**config.mk**
```make
export PLATFORM = sky130hd
export DESIGN_NAME = aosma_scale
export DESIGN_NICKNAME = d
export VERILOG_FILES = /design/src/hw/rtl/assert_macros.svh /design/src/hw/rtl/aosma_pkg.sv /design/src/hw/rtl/aosma_scale.sv
export SDC_FILE = /design/constraint.sdc
export NUM_CORES = 1
export LEC_CHECK = 0
export BUFFER_PORTS_ARGS = -buffer_cell sky130_fd_sc_hd__buf_2
export CORE_MARGIN = 3
export CORE_UTILIZATION = 58
export DETAILED_ROUTE_END_ITERATION = 8
export HOLD_SLACK_MARGIN = 0.05
export PLACE_DENSITY = 0.76
export SLEW_MARGIN = 20
export SYNTH_ARGS = -nofsm -noshare
export SYNTH_HDL_FRONTEND = slang
export SYNTH_SLANG_ARGS = --single-unit
```
**constraint.sdc**
```tcl
create_clock -name clock -period 12 [get_ports clock]
set_input_delay 3.6 -clock clock [delete_from_list [all_inputs] [get_ports clock]]
set_output_delay 3.6 -clock clock [all_outputs]
set_load 0.005 [all_outputs]
```
**src/hw/rtl/assert_macros.svh**
```systemverilog
// ----------------------------------------------------------------------------
// assertion macros
// shared concurrent assertion forms for the offset/scale averaging block
// ----------------------------------------------------------------------------
`ifndef ASSERT_MACROS_SVH
`define ASSERT_MACROS_SVH

// consequent checked in the same cycle as the antecedent
`define AOSMA_ASSERT_SAME(label, clk, rst, ante, cons, msg) \
   label: assert property (@(posedge clk) disable iff (rst) (ante) |-> (cons)) \
      else $error(msg);

// consequent checked in the cycle after the antecedent
`define AOSMA_ASSERT_NEXT(label, clk, rst, ante, cons, msg) \
   label: assert property (@(posedge clk) disable iff (rst) (ante) |=> (cons)) \
      else $error(msg);

`endif

```
**src/hw/rtl/aosma_pkg.sv**
```systemverilog
// ----------------------------------------------------------------------------
// aosma_pkg
// types and constants of the adc offset, scale and moving average block
// ----------------------------------------------------------------------------
package aosma_pkg;

   localparam int NUM_CH          = 6;
   localparam int CODE_W          = 12;
   localparam int GAIN_W          = 24;
   localparam int PROD_W          = CODE_W + GAIN_W;
   localparam int RND_SHIFT       = 8;
   localparam int SCALE_W         = PROD_W - RND_SHIFT;
   localparam int SAMPLE_W        = SCALE_W + 1;
   localparam int OUT_W           = 32;
   localparam int DIV_BITS        = 8;
   localparam int WINDOW_TAPS_DEF = 5;

   localparam int CSR_ADDR_W = 2;
   localparam logic [CSR_ADDR_W-1:0] CSR_AC_GAIN   = 2'd0;
   localparam logic [CSR_ADDR_W-1:0] CSR_DC_GAIN   = 2'd1;
   localparam logic [CSR_ADDR_W-1:0] CSR_CURR_GAIN = 2'd2;

   localparam logic [GAIN_W-1:0] AC_GAIN_RST   = 24'd380850;
   localparam logic [GAIN_W-1:0] DC_GAIN_RST   = 24'd270402;
   localparam logic [GAIN_W-1:0] CURR_GAIN_RST = 24'd1803;

   // channel order of the lanes
   localparam int CH_VOFF = 0;
   localparam int CH_VAC  = 1;
   localparam int CH_VDC  = 2;
   localparam int CH_IOFF = 3;
   localparam int CH_IAC  = 4;
   localparam int CH_ISP  = 5;

   typedef struct packed {
      logic [CODE_W-1:0] volt_offset_code;
      logic [CODE_W-1:0] volt_ac_code;
      logic [CODE_W-1:0] volt_dc_code;
      logic [CODE_W-1:0] curr_offset_code;
      logic [CODE_W-1:0] curr_ac_code;
      logic [CODE_W-1:0] curr_spare_code;
   } req_type;

   typedef struct packed {
      logic signed [OUT_W-1:0] volt_offset_avg;
      logic signed [OUT_W-1:0] volt_ac_avg;
      logic signed [OUT_W-1:0] volt_dc_avg;
      logic signed [OUT_W-1:0] curr_offset_avg;
      logic signed [OUT_W-1:0] curr_ac_avg;
      logic signed [OUT_W-1:0] curr_spare_avg;
   } rsp_type;

   // per-cycle strobes from the sequencer to every lane
   typedef struct packed {
      logic capture;
      logic sample;
      logic accum;
      logic prep;
      logic div;
   } lane_ctl_type;

   // what one lane hands to the merge stage
   typedef struct packed {
      logic                neg;
      logic [SAMPLE_W-1:0] mag;
   } lane_res_type;

   typedef enum logic [2:0] {
      ST_IDLE,
      ST_SAMPLE,
      ST_ACCUM,
      ST_PREP,
      ST_DIV,
      ST_DONE
   } state_type;

endpackage

```
**src/hw/rtl/aosma_scale.sv**
```systemverilog
// ----------------------------------------------------------------------------
// aosma_scale
// code times gain, rounded half up from q12.24 to q12.16
// ----------------------------------------------------------------------------
module aosma_scale (
   input  logic                              clock,
   input  logic                              load,
   input  logic [aosma_pkg::CODE_W-1:0]      code,
   input  logic [aosma_pkg::GAIN_W-1:0]      gain,
   output logic [aosma_pkg::SCALE_W-1:0]     scaled
);

   logic [aosma_pkg::PROD_W-1:0]  prod;
   logic [aosma_pkg::SCALE_W-1:0] scaled_in;
   logic [aosma_pkg::SCALE_W-1:0] scaled_ff;

   assign prod = aosma_pkg::PROD_W'(code) * aosma_pkg::PROD_W'(gain);

   // (p + 128) >> 8 is the top bits plus the first dropped bit
   assign scaled_in = prod[aosma_pkg::PROD_W-1:aosma_pkg::RND_SHIFT]
                    + aosma_pkg::SCALE_W'(prod[aosma_pkg::RND_SHIFT-1]);

   always_ff @(posedge clock) begin
      if (load) begin
         scaled_ff <= scaled_in;
      end
   end

   assign scaled = scaled_ff;

endmodule

```
==> impl_results.md, run 1 <==
- CTS tree: built
- # rows: 48
- Slowest stage delay, CP: 0.59 ns
- Yosys reg bits: 28
- Syn Std Cell Area: 10400 um2
- Pin count of the biggest net entering global routing: 29
- Dominant cell type by area after synthesis: fa_1
- Most frequent CP cell: fa_1
- Post-Synth XOR/XNOR Area: 4.63%
- Syn_area_per_cell: 8.82 um2
- Worst Setup End Kind: flip-flop
- Fill cell count: 1527
- Max FFs per register: 28
- Setup TNS: 0 ns
- Post-synthesis adder-cell area fraction: 50.9%
- Max-Cap Viols: 0
- Crit path time final: 9.92 ns
- N_diodes: 0
- Placed cell areas: 10800 um2
- DRC viols: 0
- Remaining global-route overflow: 0
- Fmax achieved: 101 MHz
- Antenna-violating nets left: 0
- Num CTS Buffers: 3
- Syn nets: 1506
- Synth Area in Simple Gates: 18.5%
- Setup Fix Bufs, Post-CTS: 0
- Ys async rst share: 0%
- Synth Instances: 1177
- Die span in y: 140 um
- Port bufs: 65
- Critical-path cell list: buf_2 -> nand2_1 -> fa_1 -> inv_1 -> fa_1 -> fa_1 -> fa_1 -> inv_1 -> fa_1 -> inv_1 -> ha_1 -> nand2_1 -> o21ai_1 -> nor3_1 -> and3_1 -> nor4_2 -> nand3_1 -> and3b_2 -> and4_1 -> a31o_1 -> o221ai_2 -> xnor2_1
- Yosys cell types: 61
- Via count: 7892
- Fin crit share: 82.7%
- Synth Area in Compound Gates: 6.47%
- Worst Tran Pin Value: 0.652 ns
- Die ar.: 19500 um2
- Iteration-0 DRC Markers: 413
- Clk pin slew, worst setup/hold paths: 0.07 ns
- Critical path endpoint: scaled[27]
- CTS resizes: 0
- Finished Cell Area: 10900 um2
- Initial Util: 59.6%
- Share of the synthesized area in the top cell type: 42.2%
- Final Util: 62.3%
- DRT Pass-1 Iters: 5
- Mux cell area share after synthesis: 0.108%
- First-pass GRT wire length: 41300 um
- Initial antenna violation count: 0
- Share of layout cells above drive strength 1: 7.90%
- Via-per-instance ratio: 5.58
- HP Class: primary input to flip-flop
- DP HPWL: 18500 um
- Status: complete, no violations
- Synth warn: 0
- RSZ-0062 raised after global routing: false
- Slowest CP cell: fa_1
- I/O Pins: 66
- Clock root buffer: clkbuf_16
- Clock sink count: 28
- Setup crit start kind: primary input
- Hold buffers post-CTS: 0
- Crit path kind: primary input to flip-flop
- Area Growth Syn to Fin: 4.51%
- H-tree Lvls: 1
- Global placer's final weighted congestion: 0.899
- Final-report hold violation count: 0
- Largest family of logic cells by synthesized area: adder cells
- Largest cells by area after synthesis: fa_1 42%, inv_1 9.2%, ha_1 8.7%
- GR Util All Layers: 25.8%
- Vias in the first global route: 8677
- Drt wl/cell: 16.6 um
- Ys flop type: edfxtp_1
- Final Max Slew Viols: 0
- EDFF count, synth: 28
- Register area share after synthesis: 8.10%
- CP required: 12.01 ns
- Origin of the worst setup path: code[8]
- Final setup violation count: 0
- Critical path fanouts, max: 24
- Max clock buf depth: 2
- CP arrival: 9.93 ns
- Die Wd: 140 um
- Core Area: 17400 um2
- Nets: 1520
- Slew HR: 56.5%
- Final WL: 23600 um
==> per-stage QoR <==
stage / setup slack (ns) / std cells / hold WS (ns)
floorplan: 2.49 / 1177 / 3.71
global placement: 1.96 / 1411 / 3.99
detailed placement: 1.85 / 1411 / 3.99
CTS: 2.09 / 1415 / 3.91
global route: 1.74 / 1415 / 3.94
finish: 2.08 / 1415 / 3.91
==> final cells by class <==
type	instances	area, um2	share of cell area, %
Multi-Input combinational cell	839	8370	77.1
Tap cell	225	282	2.59
Clock inverter	1	3.75	0.0346
Inverter	254	953	8.79
Sequential cell	28	841	7.75
Clock buffer	3	75.1	0.692
Timing Repair Buffer	65	325	3.00
==> per-layer routing <==
layer | up-vias | track usage [%] | wire length [um]
met4 | 0 | 10.3 | 964
met5 | - | 0 | 0
met3 | 70 | 2.44 | 1230
li1 | 3559 | - | -
met1 | 3991 | 32.4 | 9090
met2 | 272 | 46.1 | 12300
==> worst min-delay path by stage <==
stage,cells after the start,slack [ns],endpoint,start
2_1_floorplan,0,3.71,scaled[0],load
3_3_place_gp,1,3.99,scaled[19],scaled[19]
3_5_place_dp,1,3.99,scaled[15],scaled[15]
4_1_cts,1,3.91,scaled[2],load
5_1_grt,1,3.94,scaled[0],load
6_report,1,3.91,scaled[2],load
==> placed cells by master (no fill, tap or decap), drive strengths merged, types with 3 or more instances in the layout <==
master,count
a211oi,8
a21o,9
a21oi,32
and2,84
and3,7
buf,65
clkbuf,3
edfxtp,28
fa,219
ha,72
inv,254
nand2,236
nand3,14
nand4,6
nor2,22
nor3,8
nor4,7
o21ai,21
o21bai,3
xnor2,39
xor2,15
==> cell usage after synthesis (7+ instances only) <==
master and n:
inv_1 254, nand2_1 236, fa_1 219, and2_1 84
ha_1 72, clkbuf_1 50, xnor2_1 38, a21oi_1 31
edfxtp_1 28, nor2_1 21, o21ai_0 15, xor2_1 15
nand3_1 14, a21o_1 9, and3_1 7, nor3_1 7
==> critical path: cells and delay by family <==
kind | cells | cell delay [ns]
fa+ha+maj | 6 | 3.07
simple gates | 8 | 1.86
compound gates | 3 | 0.66
buf+inv | 4 | 0.61
xor+xnor | 1 | 0.13
==> cells by family (layout without fill, tap and decap cells) <==
family	Yosys count	in the layout
buf+inv	310	323
simple gates	397	397
mux	1	1
xor+xnor	54	54
flops	28	28
compound gates	96	96
fa+ha+maj	291	291
Power of run 1 is not shown: default switching activity piles up to over one toggle a cycle in this logic, so the estimate is an artifact.
==> inputs of run 2 (changes only) <==
Settings changed: ABC_AREA set to 1, PLACE_DENSITY 0.76 to 0.75.
Clock period 12 ns to 10.2 ns, I/O delays scaled along.
==> impl_results.md, run 2 <==
- Status: complete, no violations
- Die Wd: 146 um (+4.4%)
- Syn nets: 1905 (+26%)
- Syn Std Cell Area: 11400 um2 (+9.4%)
- I/O Pins: 66 (unchanged)
- EDFF count, synth: 28 (unchanged)
- Fin crit share: 86.3%
- Via-per-instance ratio: 5.13 (-8.0%)
- Final-report hold violation count: 0 (unchanged)
- DP HPWL: 22500 um (+22%)
- Largest cells by area after synthesis: fa_1 39%, nand2_1 17%, inv_1 14%
- Synth Instances: 1576 (+34%)
- CP required: 10.21 ns (-1.80 ns)
- Worst Path Buf+Inv: 4 (unchanged)
- Yosys reg bits: 28 (unchanged)
- Via count: 9531 (+21%)
- DRT Pass-1 Iters: 5 (unchanged)
- Area Growth Syn to Fin: 4.84%
- Clock root buffer: clkbuf_16
- Setup crit start kind: primary input
- Placed cell areas: 11800 um2 (+9.8%)
- Core Area: 19000 um2 (+8.8%)
- Hold buffers post-CTS: 0 (unchanged)
- DRC viols: 0 (unchanged)
- Dominant cell type by area after synthesis: fa_1
- Final Max Slew Viols: 0 (unchanged)
- Remaining global-route overflow: 0 (unchanged)
- Max clock buf depth: 2 (unchanged)
- Critical path fanouts, max: 24 (unchanged)
- Port bufs: 65 (unchanged)
- Max-Cap Viols: 0 (unchanged)
- Top cells by count, synth: 505 x nand2_1, 427 x inv_1, 219 x fa_1, 86 x nor2_1, 72 x ha_1
- Drt wl/cell: 14.4 um (-14%)
- Worst Tran Pin Value: 0.638 ns (-0.0140 ns)
- Slew HR: 57.5% (+0.93 points)
- Setup Fix Bufs, Post-CTS: 0 (unchanged)
- Initial Util: 59.9% (+0.30 points)
- Vias in the first global route: 9885 (+14%)
- Synth warn: 0 (unchanged)
- Clk pin slew, worst setup/hold paths: 0.07 ns (about the same)
- Pin count of the biggest net entering global routing: 29 (unchanged)
- RSZ-0062 raised after global routing: false
- HP Class: primary input to flip-flop
- Worst Setup End Kind: flip-flop
- Commonest cells after routing, fill and taps aside: 505 x nand2_1, 427 x inv_1, 219 x fa_1, 86 x nor2_1, 72 x ha_1
- Most frequent CP cell: nand2_1
- # rows: 50 (+4.2%)
- Crit path time final: 8.80 ns
- Commonest non-fill, non-tap cell in the layout: nand2_1
- Die span in y: 146 um (+4.4%)
- Num CTS Buffers: 3 (unchanged)
- Share of the synthesized area in the top cell type: 38.6% (-3.6 points)
- Critical-path cell list: buf_2 -> nand2_1 -> fa_1 -> fa_1 -> inv_1 -> fa_1 -> fa_1 -> inv_1 -> fa_1 -> inv_1 -> ha_1 -> nand2_1 -> nand2_1 -> nand2_1 -> nand2_1 -> a21oi_1 -> nand2_2 -> xnor2_1 -> nor2_1 -> nand3_1 -> nor2_1 -> nand2_1 -> xor2_1
- Final setup violation count: 0 (unchanged)
- Die ar.: 21300 um2 (+9.0%)
- Ys flop type: edfxtp_1
- Nets: 1927 (+27%)
- Cell family with most CP delay: adder cells
- Antenna-violating nets left: 0 (unchanged)
- Initial antenna violation count: 0 (unchanged)
- Final WL: 26700 um (+13%)
- Fmax achieved: 114 MHz
- GR Util All Layers: 26.2% (+0.33 points)
- Iteration-0 DRC Markers: 610 (+48%)
- H-tree Lvls: 1 (unchanged)
- CP arrival: 8.81 ns (-1.12 ns)
- CTS resizes: 0 (unchanged)
- Crit path kind: primary input to flip-flop
- Register area share after synthesis: 7.40% (-0.70 points)
- First-pass GRT wire length: 46400 um (+13%)
- Top-count cell post-synth: nand2_1
- N_diodes: 0 (unchanged)
- Ys async rst share: 0% (unchanged)
- Syn_area_per_cell: 7.21 um2 (-18%)
- CTS tree: built
- Slowest stage delay, CP: 0.55 ns (-0.04 ns)
- Clock sink count: 28 (unchanged)
- Min-Delay Path Depth: 1 (unchanged)
- Finished Cell Area: 11900 um2 (+9.7%)
- Slowest CP cell: fa_1
- Share of layout cells above drive strength 1: 6.83% (-1.1 points)
- Max FFs per register: 28 (unchanged)
- Yosys cell types: 30 (-51%)
- Crit. path cell count: 23 (+4.5%)
- Global placer's final weighted congestion: 0.951 (+5.8%)
- Setup TNS: 0 ns (unchanged)
-- run 2: cell types whose count changed in the layout (fill, tap and decap cells not counted), sizes merged, moves of 8 or more --
cell,delta
a211oi,-8
a21o,-8
and2,-83
inv,+181
nand2,+283
nand3,+39
nand4,+8
nor2,+73
o21ai,-12
xnor2,-31
-- run 2: per-stage QoR --
| stage | instances | utilization [%] | hold slack [ns] | setup WS, ns |
|---|---|---|---|---|
| 2_1_floorplan | 1576 | - | 3.17 | 2.03 |
| 3_3_place_gp | 1853 | 62.4 | 3.45 | 1.23 |
| 3_5_place_dp | 1853 | 62.4 | 3.45 | 1.17 |
| 4_1_cts | 1857 | 62.8 | 3.39 | 1.43 |
| 5_1_grt | 1857 | 62.8 | 3.40 | 0.967 |
| 6_report | 1857 | 62.8 | 3.36 | 1.40 |
-- run 2: layout make-up --
| type | instances | area [um2] |
|---|---|---|
| clock buffer | 3 | 75.1 |
| clock inverter | 1 | 3.75 |
| fill | 1780 | 7050 |
| inverter | 435 | 1630 |
| multi-input combinational | 1065 | 8700 |
| sequential | 28 | 841 |
| tap | 260 | 325 |
| timing repair buffer | 65 | 325 |
-- run 2: cells by family after synthesis --
family / after synthesis / synth area share [%]
AO/OA/AOI/OAI: 48 / 2.27
XOR/XNOR: 24 / 2.25
adder cells (fa/ha/maj): 291 / 46.5
buffers and inverters: 483 / 16.0
flip-flops: 28 / 7.40
AND/OR/NAND/NOR: 702 / 25.6
-- run 2: routing by layer --
metal | GRT usage (%) | up-vias | part of all wire, %
met3 | 2.15 | 45 | 6.4
li1 | - | 4560 | -
met1 | 34.9 | 4630 | 42
met2 | 47.4 | 296 | 50
met4 | 4.84 | 0 | 1.7
met5 | 0 | - | 0
-- run 2: final timing paths --
path	startpoint	end	slack, ns
setup / recovery	code[11]	scaled[15]	1.40
hold / removal	load	scaled[7]	3.36
Power of run 2 is left out for the same reason.
