===== src/hw/rtl/assert_macros.svh =====
// ----------------------------------------------------------------------------
// assertion macros
// shared concurrent assertion forms for the offset/scale averaging block
// ----------------------------------------------------------------------------
`ifndef ASSERT_MACROS_SVH
`define ASSERT_MACROS_SVH

// consequent checked in the same cycle as the antecedent
`define AOSMA_ASSERT_SAME(label, clk, rst, ante, cons, msg) \
   label: assert property (@(posedge clk) disable iff (rst) (ante) |-> (cons)) \
      else $error(msg);

// consequent checked in the cycle after the antecedent
`define AOSMA_ASSERT_NEXT(label, clk, rst, ante, cons, msg) \
   label: assert property (@(posedge clk) disable iff (rst) (ante) |=> (cons)) \
      else $error(msg);

`endif


===== src/hw/rtl/aosma_pkg.sv =====
// ----------------------------------------------------------------------------
// aosma_pkg
// types and constants of the adc offset, scale and moving average block
// ----------------------------------------------------------------------------
package aosma_pkg;

   localparam int NUM_CH          = 6;
   localparam int CODE_W          = 12;
   localparam int GAIN_W          = 24;
   localparam int PROD_W          = CODE_W + GAIN_W;
   localparam int RND_SHIFT       = 8;
   localparam int SCALE_W         = PROD_W - RND_SHIFT;
   localparam int SAMPLE_W        = SCALE_W + 1;
   localparam int OUT_W           = 32;
   localparam int DIV_BITS        = 8;
   localparam int WINDOW_TAPS_DEF = 5;

   localparam int CSR_ADDR_W = 2;
   localparam logic [CSR_ADDR_W-1:0] CSR_AC_GAIN   = 2'd0;
   localparam logic [CSR_ADDR_W-1:0] CSR_DC_GAIN   = 2'd1;
   localparam logic [CSR_ADDR_W-1:0] CSR_CURR_GAIN = 2'd2;

   localparam logic [GAIN_W-1:0] AC_GAIN_RST   = 24'd380850;
   localparam logic [GAIN_W-1:0] DC_GAIN_RST   = 24'd270402;
   localparam logic [GAIN_W-1:0] CURR_GAIN_RST = 24'd1803;

   // channel order of the lanes
   localparam int CH_VOFF = 0;
   localparam int CH_VAC  = 1;
   localparam int CH_VDC  = 2;
   localparam int CH_IOFF = 3;
   localparam int CH_IAC  = 4;
   localparam int CH_ISP  = 5;

   typedef struct packed {
      logic [CODE_W-1:0] volt_offset_code;
      logic [CODE_W-1:0] volt_ac_code;
      logic [CODE_W-1:0] volt_dc_code;
      logic [CODE_W-1:0] curr_offset_code;
      logic [CODE_W-1:0] curr_ac_code;
      logic [CODE_W-1:0] curr_spare_code;
   } req_type;

   typedef struct packed {
      logic signed [OUT_W-1:0] volt_offset_avg;
      logic signed [OUT_W-1:0] volt_ac_avg;
      logic signed [OUT_W-1:0] volt_dc_avg;
      logic signed [OUT_W-1:0] curr_offset_avg;
      logic signed [OUT_W-1:0] curr_ac_avg;
      logic signed [OUT_W-1:0] curr_spare_avg;
   } rsp_type;

   // per-cycle strobes from the sequencer to every lane
   typedef struct packed {
      logic capture;
      logic sample;
      logic accum;
      logic prep;
      logic div;
   } lane_ctl_type;

   // what one lane hands to the merge stage
   typedef struct packed {
      logic                neg;
      logic [SAMPLE_W-1:0] mag;
   } lane_res_type;

   typedef enum logic [2:0] {
      ST_IDLE,
      ST_SAMPLE,
      ST_ACCUM,
      ST_PREP,
      ST_DIV,
      ST_DONE
   } state_type;

endpackage


===== src/hw/rtl/aosma_merge.sv =====
// ----------------------------------------------------------------------------
// aosma_merge
// applies lane signs, packs the six averages and holds the result register
// ----------------------------------------------------------------------------
module aosma_merge (
   input  logic                    clock,
   input  logic                    reset,
   input  logic                    load,
   input  aosma_pkg::lane_res_type lane_res [aosma_pkg::NUM_CH],
   input  logic                    rsp_stall,
   output logic                    rsp_valid,
   output aosma_pkg::rsp_type      rsp_data,
   output logic                    free
);

   logic signed [aosma_pkg::OUT_W-1:0] avg [aosma_pkg::NUM_CH];
   logic                               valid_ff;
   logic                               valid_in;
   aosma_pkg::rsp_type                 data_ff;
   aosma_pkg::rsp_type                 data_in;

   // averages stay inside the sample range, so they fit the 32-bit output without a clamp
   always_comb begin
      for (int k = 0; k < aosma_pkg::NUM_CH; k++) begin
         avg[k] = lane_res[k].neg ? -aosma_pkg::OUT_W'(lane_res[k].mag)
                                  :  aosma_pkg::OUT_W'(lane_res[k].mag);
      end
      data_in.volt_offset_avg = avg[aosma_pkg::CH_VOFF];
      data_in.volt_ac_avg     = avg[aosma_pkg::CH_VAC];
      data_in.volt_dc_avg     = avg[aosma_pkg::CH_VDC];
      data_in.curr_offset_avg = avg[aosma_pkg::CH_IOFF];
      data_in.curr_ac_avg     = avg[aosma_pkg::CH_IAC];
      data_in.curr_spare_avg  = avg[aosma_pkg::CH_ISP];
   end

   assign free     = !valid_ff || !rsp_stall;
   assign valid_in = load || (valid_ff && rsp_stall);

   always_ff @(posedge clock) begin
      if (reset) begin
         valid_ff <= 1'b0;
      end else begin
         valid_ff <= valid_in;
      end
   end

   always_ff @(posedge clock) begin
      if (load) begin
         data_ff <= data_in;
      end
   end

   assign rsp_valid = valid_ff;
   assign rsp_data  = data_ff;

endmodule


===== config.mk =====
export PLATFORM = sky130hd
export DESIGN_NAME = aosma_merge
export DESIGN_NICKNAME = d
export VERILOG_FILES = /design/src/hw/rtl/assert_macros.svh /design/src/hw/rtl/aosma_pkg.sv /design/src/hw/rtl/aosma_merge.sv
export SDC_FILE = /design/constraint.sdc
export NUM_CORES = 1
export LEC_CHECK = 0
export BUFFER_PORTS_ARGS = -buffer_cell sky130_fd_sc_hd__buf_2
export CELL_PAD_IN_SITES_DETAIL_PLACEMENT = 1
export CELL_PAD_IN_SITES_GLOBAL_PLACEMENT = 1
export CORE_UTILIZATION = 38
export CTS_CLUSTER_DIAMETER = 200
export DETAILED_ROUTE_END_ITERATION = 8
export MAX_ROUTING_LAYER = met4
export PLACE_DENSITY_LB_ADDON = 0.08
export SYNTH_ARGS = -nofsm -noshare
export SYNTH_HDL_FRONTEND = slang
export SYNTH_SLANG_ARGS = --single-unit

===== constraint.sdc =====
create_clock -name clock -period 2.65 [get_ports clock]
set_input_delay 0 -clock clock [delete_from_list [all_inputs] [get_ports clock]]
set_output_delay 0 -clock clock [all_outputs]
set_load 0.01 [all_outputs]

==> results.py, run 1 <==
metrics = {
    "floorplan": {
        "die_area_um2": 26400,
        "core_area_um2": 25300,
        "rows": 58,
        "io_pins": 378,
        "die_y_um": 163,
        "die_width_um": 163,
        "start_util": 0.388,
    },
    "worst_setup_path": {
        "worstSetupEndpointType": "flip-flop",
        "critPathRequiredTime_ns": 2.84,
        "crit_type": "in2reg",
        "start_kind": "input port",
        "worstPathArrival_ns": 2.72,
        "cpPeakStageDelay_ns": 0.56,
        "crit_buf_inv": 3,
        "cp_top_family": "buffers and inverters",
        "cp_max_fo": 12,
        "critPathMostFrequentCell": "dlygate4sd3_1",
        "slowest_stage": "dlygate4sd3_1",
        "crit_chain": "dlygate4sd3_1 -> buf_2 -> nor4_1 -> nand2_1 -> o41ai_1 -> xnor2_1 -> dlygate4sd3_1",
    },
    "pwr": {
        "p_per_area_nw_per_um2": 559,
        "clkPwrFrac": 0.340,
        "p_leak_nw": 5.52,
        "pwr-share-comb": 0.194,
        "sw_frac_of_total": 0.257,
        "ir_drop_v": 0.000371,
        "power.internal_mw": 6.10,
        "p_sw_mw": 2.11,
        "seqPwrFrac": 0.466,
        "fin_total_pwr_mw": 8.20,
    },
    "clocking": {
        "numCtsBuffers": 17,
        "cts.path.max_buffers": 2,
        "htreeDepth": 4,
        "cts_sinks": 193,
        "cts_tree": "yes",
        "cts-root-buf": "clkbuf_16",
        "path_clk_slew_ns": 0.08,
        "clock_latency_ns": 0.43,
    },
    "global_route": {
        "grt_pass1_vias": 9101,
        "grt_pass1_wl_um": 49000,
        "grtUsageTotal": 0.249,
        "grt_start_max_net_pins": 89,
        "grt.overflow.total": 0,
        "antenna_found_initial": 3,
    },
    "sta": {
        "finalCritPeriodShare": 0.956,
        "setup_viol": 0,
        "tightest_slew_ns": 0.792,
        "drv_slew": 0,
        "finalClockSkew_ns": 0,
        "max_freq_mhz": 395,
        "fin_tns_setup_ns": 0,
        "slew_headroom": 0.472,
        "hold_viol": 0,
        "rsz0062_at_grt": "true",
        "setup_ws_ns": 0.117,
        "period_needed_ns": 2.53,
    },
    "routing": {
        "vias_per_cell": 5.12,
        "drc": 0,
        "route.vias.total": 8621,
        "drtPass1Iterations": 5,
        "detail_route.wl_per_cell_um": 19.2,
        "drt_wl_total_um": 32400,
        "drtIter0Drc": 481,
        "ant_nets": 0,
    },
    "final_layout": {
        "design_area_um2": 14700,
        "fill_cells": 2699,
        "final_cells": 1684,
        "final_net_count": 1528,
        "syn2layout_area_growth_pct": 49.9,
        "drive_gt1_frac": 0.326,
    },
    "synth": {
        "synth_cell_type_count": 36,
        "synth-async-reset-ratio": 0,
        "syn_area_um2": 9790,
        "yosys_warnings": 0,
        "ys.flop_type": "edfxtp_1",
        "synth_edf_count": 192,
        "ys_seq_area_frac": 0.591,
        "synthesis.nets": 955,
        "postSynthCellCount": 765,
        "synth-seq-cells": 193,
        "syn_avg_cell_area_um2": 12.8,
    },
    "flow_run": {
        "cap_violations": 0,
    },
    "placement": {
        "placed_cell_area_um2": 12100,
        "port_buffers": 377,
        "routabilityCongestion": 0.807,
        "dp_hpwl_um": 21700,
        "pre_cts_ws_ns": 0.476,
        "dp.cells": 1452,
    },
    "outcome": {
        "outcome": "finished, final reports clean",
    },
    "worst_hold_path": {
        "hold_class": "in2reg",
    },
}
[kinds of logic after synthesis]
| family | count (synthesis) | synth area share |
|---|---|---|
| fa+ha+maj | 6 | 0.00767 |
| flops | 193 | 0.591 |
| compound gates | 159 | 0.133 |
| simple gates | 200 | 0.104 |
| xor+xnor | 162 | 0.145 |
| buf+inv | 45 | 0.0190 |
[layout make-up]
class | instances | area (um2) | share of cell area
tap | 330 | 413 | 0.0281
sequential | 193 | 5790 | 0.394
antenna | 3 | 7.51 | 0.000512
multi-input combinational | 527 | 3830 | 0.261
clock buffer | 21 | 440 | 0.0300
clock inverter | 11 | 178 | 0.0121
timing repair buffer | 584 | 3960 | 0.270
inverter | 15 | 56.3 | 0.00384
[state kept, by name, summed over array words and instances, names as in the netlist]
signal	flops
rsp_valid	1
rsp_data	192
[cell usage after synthesis (7+ instances only)]
| master | count | share of area |
|---|---|---|
| nor4_1 | 15 | 0.0096 |
| or2_2 | 7 | 0.0045 |
| o31ai_1 | 60 | 0.046 |
| nand2b_1 | 9 | 0.0058 |
| clkbuf_1 | 21 | 0.0081 |
| nand2_1 | 60 | 0.023 |
| nand4_1 | 8 | 0.0051 |
| nand3_1 | 11 | 0.0056 |
| a21boi_0 | 13 | 0.010 |
| edfxtp_1 | 192 | 0.59 |
| inv_1 | 15 | 0.0058 |
| o21ai_0 | 31 | 0.016 |
| or3_1 | 15 | 0.0096 |
| nor3_1 | 22 | 0.011 |
| xnor2_1 | 161 | 0.14 |
| o41ai_1 | 35 | 0.031 |
| nor2_1 | 31 | 0.012 |
| or4_1 | 12 | 0.0092 |
[what timing repair did]
item | in CTS | in global routing
endpoints found under the hold margin | 179 | 0
hold buffers | 195 | 0
buffers inserted | 0 | 2
endpoints found under the setup margin | 0 | 4
resized for setup | 0 | 2
[stage by stage]
step,util,hold slack (ns)
3_5_place_dp,0.478,0.165
6_report,0.581,0.00855
2_1_floorplan,-,0.0661
4_1_cts,0.580,0.000328
5_1_grt,0.581,0.0157
3_3_place_gp,0.478,0.160
[power groups by stage]
stage	Sequential (mW)	Clock (mW)	Combinational, mW
global placement	3.87	0	1.30
global route	3.85	2.96	1.72
CTS	3.82	2.87	1.58
detailed placement	3.88	0	1.32
floorplan	4.06	0	0.410
finish	3.82	2.79	1.59
[routing by layer]
layer | GRT usage | wire length [um] | share of wire
met4 | 0.0875 | 737 | 0.023
met5 | - | 0 | 0
met2 | 0.440 | 17000 | 0.52
met1 | 0.278 | 12700 | 0.39
met3 | 0.0514 | 1970 | 0.061
[worst min-delay path, cell delays in order]
cell and delay, ns:
buf_2 0.11, o31ai_1 0.09, xnor2_1 0.13
[cells in the final DEF (no fill, tap or decap), types with 4 or more instances in the layout]
master / count
o31ai_1: 60
a21boi_0: 13
nand2b_1: 9
buf_4: 10
clkbuf_1: 4
clkbuf_16: 17
nor4_1: 14
inv_1: 15
bufinv_16: 4
nand3_1: 11
edfxtp_1: 192
nor3_1: 21
nand2_1: 60
xnor2_1: 161
dlygate4sd3_1: 195
o41ai_1: 35
or3_1: 15
nand4_1: 8
ha_1: 6
nor2_1: 31
or2_2: 7
o21ai_0: 31
buf_2: 376
or4_1: 12
o41ai_2: 6
[worst paths after layout]
kind	start	depth (start not counted)	slack [ns]	end
worst max register to register	rsp_valid	3	1.43	rsp_valid
worst max-delay path	lane_res[63]	7	0.12	rsp_data[73]
worst min register to register	rsp_valid	3	1.11	rsp_valid
worst min-delay path	lane_res[91]	3	0.009	rsp_data[99]
No activity file was read; power rests on OpenSTA's default activity.
==> inputs of run 2 (changes only) <==
- CTS_BUF_LIST: default -> sky130_fd_sc_hd__clkbuf_8 sky130_fd_sc_hd__clkbuf_16
==> run 2 against run 1 <==
  * Critical path depth stayed put
  * Clock-buffer cell count is 4 lower
  * First-iteration DRC count is 5.6% higher
  * Core utilization stayed put
  * Routed wire length hardly changed
  * Global-route usage stayed put
  * Die area stayed put
  * Non-clock buffer count stayed put
  * Clock power hardly changed
  * Critical path type unchanged
  * Largest cell class unchanged
==> results.py, run 2 (synthesized netlist as in run 1, its figures left out) <==
metrics = {
    "outcome": {
        "outcome": "finished, final reports clean",
    },
    "floorplan": {
        "start_util": 0.388,
        "die_width_um": 163,
        "rows": 58,
        "core_area_um2": 25300,
        "io_pins": 378,
        "die_y_um": 163,
        "die_area_um2": 26400,
    },
    "clocking": {
        "cts.path.max_buffers": 2,
        "htreeDepth": 4,
        "numCtsBuffers": 17,
        "cts_tree": "yes",
        "path_clk_slew_ns": 0.08,
        "cts-root-buf": "clkbuf_16",
        "clock_latency_ns": 0.43,
        "cts_sinks": 193,
    },
    "pwr": {
        "ir_drop_v": 0.000371,
        "p_per_area_nw_per_um2": 558,
        "p_leak_nw": 5.53,
    },
    "sta": {
        "slew_headroom": 0.475,
        "finalCritPeriodShare": 0.953,
        "max_freq_mhz": 396,
        "setup_viol": 0,
        "fin_tns_setup_ns": 0,
        "period_needed_ns": 2.52,
        "finalClockSkew_ns": 0,
        "rsz0062_at_grt": "true",
        "drv_slew": 0,
        "hold_viol": 0,
        "tightest_slew_ns": 0.788,
    },
    "worst_setup_path": {
        "worstSetupStartpoint": "lane_res[63]",
        "worstPathArrival_ns": 2.71,
        "r2r-start": "rsp_valid",
        "crit_type": "in2reg",
        "worstSetupEndpointType": "flip-flop",
        "critPathRequiredTime_ns": 2.83,
        "start_kind": "input port",
        "cp_max_fo": 13,
    },
    "final_layout": {
        "layout_common_cells": "376 x buf_2, 195 x dlygate4sd3_1, 192 x edfxtp_1, 161 x xnor2_1",
        "syn2layout_area_growth_pct": 49.9,
        "largest_reg_flops": 192,
        "final_net_count": 1528,
        "drive_gt1_frac": 0.326,
        "final_cells": 1684,
        "mostFrequentLayoutCell": "buf_2",
    },
    "placement": {
        "dp.cells": 1452,
        "routabilityCongestion": 0.807,
        "port_buffers": 377,
        "dp_hpwl_um": 21700,
    },
    "flow_run": {
        "cap_violations": 0,
    },
    "routing": {
        "drtIter0Drc": 508,
        "drc": 0,
        "detail_route.wl_per_cell_um": 19.2,
        "ant_nets": 0,
        "vias_per_cell": 5.11,
        "drt_wl_total_um": 32400,
        "route.vias.total": 8609,
        "drtPass1Iterations": 5,
    },
    "global_route": {
        "antenna_found_initial": 3,
        "grt_pass1_vias": 9098,
        "grt_pass1_wl_um": 49000,
        "grt.overflow.total": 0,
        "grtUsageTotal": 0.249,
        "grt_start_max_net_pins": 89,
    },
    "worst_hold_path": {
        "hp-start": "lane_res[91]",
        "hold_class": "in2reg",
    },
}
run 2: cell types whose count changed in the layout (fill, tap and decap cells not counted):
cell,delta
inv_1,+4
clkbuf_1,-4
run 2: worst paths after layout:
check                                    end  slack, ns  cells after the start
worst max-delay path            rsp_data[72]       0.13                      7
worst min-delay path            rsp_data[99]       0.01                      3
worst max register to register     rsp_valid       1.43                      3
worst min register to register     rsp_valid       1.11                      3
run 2: critical path, stage by stage:
cell and delay [ns]:
dlygate4sd3_1 0.54, buf_2 0.15, nor4_1 0.38, nand2_1 0.50
o31ai_1 0.45, xnor2_1 0.11, dlygate4sd3_1 0.57
run 2: what timing repair did:
item / in CTS / in global routing
hold buffers: 195 / 0
gates resized for setup: 0 / 2
endpoints found under the setup margin: 0 / 4
endpoints found under the hold margin: 179 / 0
buffers inserted: 0 / 2
run 2: cell type report:
type                            instances  area (um2)
Antenna cell                            3        7.51
Tap cell                              330         413
Timing Repair Buffer                  584        3960
Inverter                               15        56.3
Clock buffer                           17         425
Clock inverter                         15         193
Fill cell                            2699       10600
Sequential cell                       193        5790
Multi-Input combinational cell        527        3830
run 2: report_power, final:
| part | internal, mW | switching (mW) | total, mW |
|---|---|---|---|
| sequential | 3.74 | 0.0844 | 3.82 |
| clock | 1.58 | 1.19 | 2.78 |
| combinational | 0.760 | 0.830 | 1.59 |
| total | 6.08 | 2.11 | 8.19 |
run 2: metal layers:
layer / track usage / share of wire / vias to the layer above
met4: 0.0875 / 0.022 / 0
met5: - / 0 / -
met1: 0.278 / 0.39 / 4176
met3: 0.0514 / 0.061 / 39
li1: - / - / 4088
met2: 0.440 / 0.52 / 306
run 2: stage by stage:
| stage | power, mW | worst slack, ns | utilization | instance area (um2) | hold WS [ns] |
|---|---|---|---|---|---|
| after detailed placement | 5.20 | 0.476 | 0.478 | 12100 | 0.165 |
| final | 8.19 | 0.126 | 0.581 | 14700 | 0.0102 |
| after floorplan | 4.47 | 0.729 | - | 9790 | 0.0661 |
| after global routing | 8.51 | -0.000664 | 0.581 | 14700 | 0.0157 |
| after CTS | 8.25 | 0.0716 | 0.580 | 14600 | 0.000328 |
| after global placement | 5.17 | 0.521 | 0.478 | 12100 | 0.160 |
