`src/hw/rtl/assert_macros.svh`:
```
// ----------------------------------------------------------------------------
// assertion macros
// shared concurrent assertion forms for the offset/scale averaging block
// ----------------------------------------------------------------------------
`ifndef ASSERT_MACROS_SVH
`define ASSERT_MACROS_SVH

// consequent checked in the same cycle as the antecedent
`define AOSMA_ASSERT_SAME(label, clk, rst, ante, cons, msg) \
   label: assert property (@(posedge clk) disable iff (rst) (ante) |-> (cons)) \
      else $error(msg);

// consequent checked in the cycle after the antecedent
`define AOSMA_ASSERT_NEXT(label, clk, rst, ante, cons, msg) \
   label: assert property (@(posedge clk) disable iff (rst) (ante) |=> (cons)) \
      else $error(msg);

`endif

```
`src/hw/rtl/aosma_pkg.sv`:
```
// ----------------------------------------------------------------------------
// aosma_pkg
// types and constants of the adc offset, scale and moving average block
// ----------------------------------------------------------------------------
package aosma_pkg;

   localparam int NUM_CH          = 6;
   localparam int CODE_W          = 12;
   localparam int GAIN_W          = 24;
   localparam int PROD_W          = CODE_W + GAIN_W;
   localparam int RND_SHIFT       = 8;
   localparam int SCALE_W         = PROD_W - RND_SHIFT;
   localparam int SAMPLE_W        = SCALE_W + 1;
   localparam int OUT_W           = 32;
   localparam int DIV_BITS        = 8;
   localparam int WINDOW_TAPS_DEF = 5;

   localparam int CSR_ADDR_W = 2;
   localparam logic [CSR_ADDR_W-1:0] CSR_AC_GAIN   = 2'd0;
   localparam logic [CSR_ADDR_W-1:0] CSR_DC_GAIN   = 2'd1;
   localparam logic [CSR_ADDR_W-1:0] CSR_CURR_GAIN = 2'd2;

   localparam logic [GAIN_W-1:0] AC_GAIN_RST   = 24'd380850;
   localparam logic [GAIN_W-1:0] DC_GAIN_RST   = 24'd270402;
   localparam logic [GAIN_W-1:0] CURR_GAIN_RST = 24'd1803;

   // channel order of the lanes
   localparam int CH_VOFF = 0;
   localparam int CH_VAC  = 1;
   localparam int CH_VDC  = 2;
   localparam int CH_IOFF = 3;
   localparam int CH_IAC  = 4;
   localparam int CH_ISP  = 5;

   typedef struct packed {
      logic [CODE_W-1:0] volt_offset_code;
      logic [CODE_W-1:0] volt_ac_code;
      logic [CODE_W-1:0] volt_dc_code;
      logic [CODE_W-1:0] curr_offset_code;
      logic [CODE_W-1:0] curr_ac_code;
      logic [CODE_W-1:0] curr_spare_code;
   } req_type;

   typedef struct packed {
      logic signed [OUT_W-1:0] volt_offset_avg;
      logic signed [OUT_W-1:0] volt_ac_avg;
      logic signed [OUT_W-1:0] volt_dc_avg;
      logic signed [OUT_W-1:0] curr_offset_avg;
      logic signed [OUT_W-1:0] curr_ac_avg;
      logic signed [OUT_W-1:0] curr_spare_avg;
   } rsp_type;

   // per-cycle strobes from the sequencer to every lane
   typedef struct packed {
      logic capture;
      logic sample;
      logic accum;
      logic prep;
      logic div;
   } lane_ctl_type;

   // what one lane hands to the merge stage
   typedef struct packed {
      logic                neg;
      logic [SAMPLE_W-1:0] mag;
   } lane_res_type;

   typedef enum logic [2:0] {
      ST_IDLE,
      ST_SAMPLE,
      ST_ACCUM,
      ST_PREP,
      ST_DIV,
      ST_DONE
   } state_type;

endpackage

```
`src/hw/rtl/aosma_lane.sv`:
```
// ----------------------------------------------------------------------------
// aosma_lane
// one channel: history window, running sum and rounded divide by fill count
// ----------------------------------------------------------------------------
module aosma_lane #(
   parameter int WINDOW_TAPS = aosma_pkg::WINDOW_TAPS_DEF
) (
   input  logic                                   clock,
   input  logic                                   reset,
   input  aosma_pkg::lane_ctl_type                ctl,
   input  logic signed [aosma_pkg::SAMPLE_W-1:0]  sample,
   input  logic [((WINDOW_TAPS > 1) ? $clog2(WINDOW_TAPS) : 1)-1:0] slot,
   input  logic                                   hist_live,
   input  logic [$clog2(WINDOW_TAPS+1)-1:0]       count,
   output aosma_pkg::lane_res_type                res
);

   localparam int CNT_W  = $clog2(WINDOW_TAPS + 1);
   localparam int SUM_W  = aosma_pkg::SAMPLE_W + $clog2(WINDOW_TAPS);
   localparam int NW     = SUM_W + 1;
   localparam int NDIG   = (NW + aosma_pkg::DIV_BITS - 1) / aosma_pkg::DIV_BITS;
   localparam int PW     = NDIG * aosma_pkg::DIV_BITS;

   logic signed [aosma_pkg::SAMPLE_W-1:0] hist_ff [WINDOW_TAPS];
   logic signed [aosma_pkg::SAMPLE_W-1:0] old_ff;
   logic signed [aosma_pkg::SAMPLE_W-1:0] samp_ff;
   logic signed [SUM_W-1:0]               sum_ff;
   logic signed [SUM_W-1:0]               sum_in;
   logic                                  neg_ff;
   logic [PW-1:0]                         num_ff;
   logic [PW-1:0]                         num_in;
   logic [CNT_W-1:0]                      rem_ff;
   logic [CNT_W-1:0]                      rem_in;
   logic signed [NW-1:0]                  sum_x;
   logic [NW-1:0]                         half_x;
   logic [NW-1:0]                         mag_x;
   logic [CNT_W-1:0]                      r_v;
   logic [PW-1:0]                         w_v;
   logic [CNT_W:0]                        t_v;

   // history slots not yet written since reset read as zero
   always_ff @(posedge clock) begin
      if (ctl.capture) begin
         old_ff <= hist_live ? hist_ff[slot] : '0;
      end
      if (ctl.sample) begin
         samp_ff <= sample;
      end
      if (ctl.accum) begin
         hist_ff[slot] <= samp_ff;
      end
   end

   assign sum_in = sum_ff + SUM_W'(samp_ff) - SUM_W'(old_ff);

   always_ff @(posedge clock) begin
      if (reset) begin
         sum_ff <= '0;
      end else if (ctl.accum) begin
         sum_ff <= sum_in;
      end
   end

   // magnitude plus half the divisor, negation folded into one adder
   assign sum_x  = NW'(sum_ff);
   assign half_x = NW'(count >> 1);
   assign mag_x  = sum_ff[SUM_W-1] ? (~sum_x + half_x + NW'(1)) : (sum_x + half_x);

   // restoring divide, DIV_BITS quotient bits a cycle, quotient shifts in at the bottom
   always_comb begin
      r_v = rem_ff;
      w_v = num_ff;
      t_v = '0;
      for (int i = 0; i < aosma_pkg::DIV_BITS; i++) begin
         t_v = {r_v, w_v[PW-1]};
         w_v = {w_v[PW-2:0], 1'b0};
         if (t_v >= {1'b0, count}) begin
            t_v    = t_v - {1'b0, count};
            w_v[0] = 1'b1;
         end
         r_v = t_v[CNT_W-1:0];
      end
      num_in = w_v;
      rem_in = r_v;
   end

   always_ff @(posedge clock) begin
      if (ctl.prep) begin
         neg_ff <= sum_ff[SUM_W-1];
         num_ff <= PW'(mag_x);
         rem_ff <= '0;
      end else if (ctl.div) begin
         num_ff <= num_in;
         rem_ff <= rem_in;
      end
   end

   assign res.neg = neg_ff;
   assign res.mag = num_ff[aosma_pkg::SAMPLE_W-1:0];

endmodule

```
`config.mk`:
```
export PLATFORM = sky130hd
export DESIGN_NAME = aosma_lane
export DESIGN_NICKNAME = d
export VERILOG_FILES = /design/src/hw/rtl/assert_macros.svh /design/src/hw/rtl/aosma_pkg.sv /design/src/hw/rtl/aosma_lane.sv
export SDC_FILE = /design/constraint.sdc
export NUM_CORES = 1
export LEC_CHECK = 0
export BUFFER_PORTS_ARGS = -buffer_cell sky130_fd_sc_hd__buf_2
export CAP_MARGIN = 10
export CORE_MARGIN = 1
export CORE_UTILIZATION = 60
export DETAILED_ROUTE_END_ITERATION = 7
export PLACE_DENSITY = 0.78
export SLEW_MARGIN = 25
export SYNTH_ARGS = -nofsm -noshare
export SYNTH_HDL_FRONTEND = slang
export SYNTH_SLANG_ARGS = --single-unit
```
`constraint.sdc`:
```
create_clock -name clock -period 36.3 [get_ports clock]
set_input_delay 3.63 -clock clock [delete_from_list [all_inputs] [get_ports clock]]
set_output_delay 3.63 -clock clock [all_outputs]
set_load 0.03 [all_outputs]
```
==> results of run 1 <==
-- cells by family after synthesis --
logic type / count (synthesis)
flip-flops: 279
multiplexers: 116
XOR/XNOR: 61
buffers and inverters: 223
AND/OR/NAND/NOR: 259
AO/OA/AOI/OAI: 197
adder cells (fa/ha/maj): 102
-- registers in the layout (all words and copies together), names as in the netlist --
name / count
rem_ff: 3
num_ff: 40
old_ff: 29
neg_ff: 1
sum_ff: 32
samp_ff: 29
hist_ff: 145
-- tightest hold or removal path, stage by stage, from the launching register on --
cell,delay (ns)
edfxtp_1,0.32
mux2i_1,0.06
nor2_1,0.07
-- worst paths after layout --
check	cells after the start	to	startpoint
setup / recovery	53	rem_ff[0]	count[1]
hold / removal	2	num_ff[38]	num_ff[30]
setup reg to reg	54	rem_ff[0]	num_ff[39]
hold reg to reg	2	num_ff[38]	num_ff[30]
-- power groups by stage --
stage / clock network [mW] / registers [mW] / logic, mW
2_1_floorplan: 0 / 0.431 / 0.729
3_3_place_gp: 0 / 0.448 / 0.845
3_5_place_dp: 0 / 0.450 / 0.860
4_1_cts: 0.285 / 0.443 / 0.866
5_1_grt: 0.297 / 0.449 / 0.964
6_report: 0.279 / 0.444 / 0.866
-- per-layer routing --
layer	GRT usage	wire [µm]
met5	0	0
met4	0.0639	669
met3	0.0295	1460
met2	0.379	13600
met1	0.316	13300
-- layout by cell type (no fill, tap or decap), drive strengths merged, types with 17 or more instances in the layout --
cell and n:
edfxtp 237, inv 150, buf 81, nor2 72
mux2i 68, a21oi 63, ha 61, xnor2 47
o21ai 46, dfxtp 42, fa 41, nor2b 39
clkbuf 37, nand2 33, mux4 29, mux2 19
a21o 18, nand3 17, nor3 17
-- stage by stage --
step,util,instance area (µm²),setup WS [ns],hold WS [ns],cells
2_1_floorplan,-,15300,22.18,0.456,1237
3_3_place_gp,0.628,15700,20.73,0.472,1575
3_5_place_dp,0.628,15700,20.31,0.482,1575
4_1_cts,0.665,16600,20.84,0.493,1627
5_1_grt,0.665,16600,19.71,0.514,1627
6_report,0.665,16600,20.75,0.488,1627
-- cell type report --
| class | count | area [µm²] |
|---|---|---|
| tap | 330 | 413 |
| clock buffer | 37 | 764 |
| inverter | 150 | 563 |
| clock inverter | 15 | 140 |
| fill | 1794 | 8400 |
| sequential | 279 | 7960 |
| multi-input combinational | 735 | 6370 |
| timing repair buffer | 81 | 430 |
==> flow_summary.ini, run 1 <==
[route]
vias = 9281
avgRoutedWirePerCell_um = 17.8
ant_nets = 0
drtIter0Drc = 750
firstDrtPassIters = 4
drc = 0
totalWireLength_mm = 29.0
viasPerCell = 5.70

[synth]
syn-num-nets = 1382
synth-adder-area-share = 0.104
synth_top_family_by_area = adder cells
synthCells = 1237
yosysSeqAreaShare = 0.521
synth_edf_count = 237
synth_area_leaders = edfxtp_1 (47%), dfxtp_1 (5.5%), fa_1 (5.4%), ha_1 (5.0%), mux2i_1 (4.5%)
ys.flop_type = edfxtp_1
postSynth.asyncResetShare = 0
synthSimpleGateAreaFrac = 0.0905
yosysMostFrequentCell = edfxtp_1
synth_common_cells = edfxtp_1 (237), inv_1 (150), nor2_1 (71), mux2i_1 (68), a21oi_1 (63)
ys_warn_count = 0
synth_compound_area_frac = 0.0851
synth_xor_area_frac = 0.0350
yosysUniqueCellTypes = 76
synth_top_area_share = 0.466
ys_ff_latch = 279
synthMuxAreaShare = 0.102
synth_area_um2 = 15300
syn_area_per_cell_um2 = 12.3
synth_top_area_cell = edfxtp_1

[sta]
relSlewSlack = 0.371
rsz0062_at_grt = false
layout_min_cycle_time_ns = 15.55
slew_viol_final = 0
finalSetupTns_ns = 0
setup_viol = 0
fmax_mhz = 64.3
finalHoldViolCount = 0
worst_pin_slew_ns = 0.938
finClkSkew_ns = 0.0193
min_period_over_period = 0.428

[grt]
first_global_vias = 9222
grt_usage = 0.227
overflow = 0
grt_first_pass_wirelength_mm = 46.8
grt_max_degree = 64
antenna_found_initial = 0

[clocking]
cts_hold_buf = 0
cts.sinks = 279
cts.clk_slew.worst_paths_ns = 0.06
clk_latency_ns = 0.55
postCtsSetupBuffers = 0
htree_levels = 1
clockBufferDepth = 3
cts_tree = done
root_buffer = clkbuf_16
numCtsBuffers = 28
cts_resized = 0

[worst_setup_path]
start_kind = input port
cpLargestDelayFamily = compound AO/OA/AOI/OAI gates
path_max_fanout = 11
critPathKind = input port to register
cp_slowest_cell = fa_1
cp-end-kind = register
crit_top_cell = inv_1
required_ns = 36.76
rrSetupSlack_ns = 24.05
worst_ep_arrival_time_ns = 16.01
worst_path_largest_cell_delay_ns = 0.58
critPathBufInv = 7

[placement]
place_hpwl_mm = 20.6
gp_congestion = 0.844
numPortBuffers = 72

[die]
pin_count = 73
num_rows = 58
die_w_um = 162
core_area_um2 = 25000
start_util = 0.610
chipHeight_um = 162
die-area_um2 = 26100

[power_and_ir_drop]
p_sw_frac = 0.410
pwr-share-comb = 0.545
power.internal_uw = 937
ir_worst_vdd_mv = 0.136
powerDensity_nw_per_um2 = 95.5
power_switching_uw = 652
finalPower_mw = 1.59
seq_power_share = 0.279
clkPwrFrac = 0.176
p_leak_nw = 6.66

[outcome]
status = completed

[finish]
fin_nets = 1420
antennaDiodeCount = 0
layout-drive-gt1-share = 0.157
area_delta_synth_final_pct = 8.97

[flow_run]
drv_cap = 0

[worst_hold_path]
worstHoldPathType = register to register
Note: power is estimated with default switching activity, not from simulation.
==> inputs of run 2 (changes only) <==
Clock period 36.3 ns to 15.6 ns, I/O delays scaled along.
==> flow_summary.ini, run 2 (synthesis gave the netlist of run 1 again) <==
[placement]
gp_congestion = 0.844
numPortBuffers = 72
place_hpwl_mm = 20.7

[route]
ant_nets = 0
totalWireLength_mm = 29.3
vias = 9220
firstDrtPassIters = 5
viasPerCell = 5.67
drtIter0Drc = 650
avgRoutedWirePerCell_um = 18.0
drc = 0

[outcome]
status = completed

[worst_setup_path]
cp-end-kind = register
reg2reg_from = num_ff[39]
reg2reg_depth = 51
worst_ep_arrival_time_ns = 13.95
setup.worst_path.start = count[1]
critPathKind = input port to register
crit_top_cell = inv_1
cp_slowest_cell = fa_1
rrSetupSlack_ns = 3.39
worst_path_largest_cell_delay_ns = 0.58
required_ns = 16.08
cp-endpoint = rem_ff[0]
path_max_fanout = 11
r2r_end = rem_ff[0]
start_kind = input port

[finish]
antennaDiodeCount = 0
reg_top3 = hist_ff: 145 flops, num_ff: 40 flops, sum_ff: 32 flops
final_common_cell = edfxtp_1
area_delta_synth_final_pct = 9.36
regMostFlops = hist_ff
fin_nets = 1421
mostFrequentLayoutCells = edfxtp_1 (237), inv_1 (150), buf_2 (71)
layout-drive-gt1-share = 0.159
final_core_util = 0.667
seq_area_um2 = 7960
largest_register_ffs = 145
n_fill_cell = 1794
multi_input_area_um2 = 6370

[clocking]
postCtsSetupBuffers = 0
clockBufferDepth = 3
cts_resized = 0
cts_tree = done
clk_latency_ns = 0.56
cts.clk_slew.worst_paths_ns = 0.06
root_buffer = clkbuf_16
numCtsBuffers = 29
cts.sinks = 279
cts_hold_buf = 0
htree_levels = 1

[flow_run]
drv_cap = 0

[sta]
slew_viol_final = 0
fmax_mhz = 74.2
rsz0062_at_grt = false
worst_pin_slew_ns = 0.864
relSlewSlack = 0.421
finalHoldViolCount = 0
min_period_over_period = 0.864
setup_viol = 0
finClkSkew_ns = 0.0122
layout_min_cycle_time_ns = 13.48
finalSetupTns_ns = 0

[power_and_ir_drop]
ir_worst_vdd_mv = 0.299
p_leak_nw = 6.67
powerDensity_nw_per_um2 = 225

[die]
pin_count = 73
die_w_um = 162
chipHeight_um = 162
core_area_um2 = 25000
start_util = 0.610
die-area_um2 = 26100
num_rows = 58

[grt]
grt_max_degree = 64
overflow = 0
grt_first_pass_wirelength_mm = 46.9
grt_usage = 0.228
antenna_found_initial = 0
first_global_vias = 9128

[worst_hold_path]
worstHoldPathType = register to register
-- run 2: area by class of cell --
type | instances | share of cell area
Sequential cell | 279 | 0.477
Multi-Input combinational cell | 735 | 0.382
Tap cell | 330 | 0.0247
Clock buffer | 32 | 0.0441
Inverter | 150 | 0.0337
Clock inverter | 20 | 0.0136
Timing Repair Buffer | 81 | 0.0258
-- run 2: critical path: cells and delay by family --
kind | cells | cell delay [ns]
AOI/OAI and AO/OA | 22 | 5.33
buffers and inverters | 6 | 1.06
adders and majority gates | 8 | 2.83
muxes | 6 | 1.53
and+or+nand+nor | 8 | 1.60
-- run 2: stage by stage --
stage	hold slack, ns	power, mW	cell area (µm²)	std cells	setup slack [ns]
after floorplan	0.456	2.70	15300	1237	3.55
after global placement	0.472	3.01	15700	1575	2.10
after CTS	0.491	3.76	16700	1627	2.28
after global routing	0.519	4.02	16700	1627	1.20
after detailed placement	0.477	3.05	15700	1575	1.73
final	0.491	3.75	16700	1627	2.12
-- run 2: worst min-delay path by stage --
stage	from	endpoint	cells past startpoint	slack, ns
floorplan	num_ff[29]	num_ff[37]	2	0.46
global placement	num_ff[31]	num_ff[39]	2	0.47
detailed placement	num_ff[29]	num_ff[37]	2	0.48
CTS	num_ff[31]	num_ff[39]	2	0.49
global route	sum_ff[20]	sum_ff[20]	2	0.52
finish	num_ff[31]	num_ff[39]	2	0.49
-- run 2: power by group --
part	internal, mW	switching (mW)
Combinational	0.866	1.16
Sequential	0.938	0.0949
Clock	0.408	0.282
Total	2.21	1.54
-- run 2: routing by layer --
metal	track usage	vias up	routed length, µm
met1	0.312	4427	13300
li1	-	4486	-
met4	0.0639	0	636
met2	0.378	260	13700
met5	0	-	0
met3	0.0367	47	1650
==> inputs of run 3 (changes only) <==
Settings changed: CORE_ASPECT_RATIO from default to 0.6.
==> flow_summary.ini, run 3 (synthesis gave the netlist of run 1 again) <==
[outcome]
status = completed

[sta]
fmax_mhz = 72.8
rsz0062_at_grt = false
finClkSkew_ns = 0.0335
slew_viol_final = 0
layout_min_cycle_time_ns = 13.73
holdWs_ns = 0.496
finalHoldViolCount = 0
setup_viol = 0
worst_pin_slew_ns = 0.789
finalSetupTns_ns = 0
min_period_over_period = 0.880
relSlewSlack = 0.474

[power_and_ir_drop]
finalPower_mw = 3.82
p_leak_nw = 6.68
powerDensity_nw_per_um2 = 229
ir_worst_vdd_mv = 0.238

[clocking]
postCtsSetupBuffers = 0
cts.clk_slew.worst_paths_ns = 0.07
cts.sinks = 279
root_buffer = clkbuf_16
cts_tree = done
htree_levels = 1
cts_resized = 0
clockBufferDepth = 3
numCtsBuffers = 25
clk_latency_ns = 0.56
cts_hold_buf = 0

[worst_setup_path]
path_max_fanout = 11
crit_top_cell = inv_1
cp_slowest_cell = nor4_1
worst_ep_arrival_time_ns = 14.21
critPathKind = input port to register
cp-end-kind = register
worst_path_largest_cell_delay_ns = 0.62
start_kind = input port
required_ns = 16.08

[finish]
final_area_um2 = 16700
area_delta_synth_final_pct = 9.14
fin_nets = 1419
mostFrequentLayoutCells = edfxtp_1 (237), inv_1 (150), buf_2 (72)
regMostFlops = hist_ff
layout-drive-gt1-share = 0.161
antennaDiodeCount = 0
final_common_cell = edfxtp_1
final_core_util = 0.679
reg_top3 = hist_ff: 145 flops, num_ff: 40 flops, sum_ff: 32 flops
largest_register_ffs = 145

[die]
chipHeight_um = 126
die-area_um2 = 26100
pin_count = 73
die_w_um = 208
core_area_um2 = 24600
start_util = 0.622
num_rows = 44

[placement]
place_hpwl_mm = 22.3
gp_congestion = 0.897
numPortBuffers = 72
dpl_cell_area_um2 = 15700

[route]
ant_nets = 0
drc = 0
viasPerCell = 5.90
drtIter0Drc = 960
avgRoutedWirePerCell_um = 19.9
firstDrtPassIters = 5
totalWireLength_mm = 32.1
vias = 9532

[grt]
grt_max_degree = 64
grt_first_pass_wirelength_mm = 52.0
grt_usage = 0.256
overflow = 0
antenna_found_initial = 0
first_global_vias = 9500

[flow_run]
drv_cap = 0

[worst_hold_path]
worstHoldPathType = register to register
[run 3: worst max-delay path, delay by kind of cell]
kind	cells	cell delay, ns
multiplexers	6	1.52
buffers and inverters	6	1.10
adder cells (fa/ha/maj)	8	2.63
AO/OA/AOI/OAI	22	5.48
AND/OR/NAND/NOR	10	1.89
[run 3: worst paths after layout]
path | start | slack (ns) | to | cells after the start
min | sum_ff[20] | 0.50 | sum_ff[20] | 2
max reg2reg | num_ff[39] | 3.08 | rem_ff[0] | 53
max | count[1] | 1.87 | rem_ff[0] | 52
min reg2reg | sum_ff[20] | 0.50 | sum_ff[20] | 2
[run 3: final cells by class]
cell class	count	area, µm²
well taps	322	403
multi-input cells	735	6370
inverters	150	563
clock inverters	16	233
fillers	1755	7890
repair buffers	83	443
flip-flops and latches	279	7960
clock buffers	30	694
[run 3: power by group]
group / leakage [nW] / total (mW) / switching, mW / internal (mW)
Combinational: 3.63 / 2.09 / 1.23 / 0.867
Sequential: 2.60 / 1.04 / 0.101 / 0.938
Clock: 0.454 / 0.690 / 0.285 / 0.405
Total: 6.68 / 3.82 / 1.61 / 2.21
[run 3: metal layers]
layer	global-route usage	routed length, µm	part of all wire
met4	0.0423	366	0.011
met2	0.388	14300	0.45
met1	0.392	15300	0.48
met5	0	0	0
met3	0.0490	2120	0.066
[run 3: per-stage QoR]
stage          worst slack [ns]  cells
3_5_place_dp               1.51   1569
5_1_grt                   0.593   1615
2_1_floorplan              3.55   1237
4_1_cts                    2.05   1615
6_report                   1.87   1615
3_3_place_gp               1.78   1569
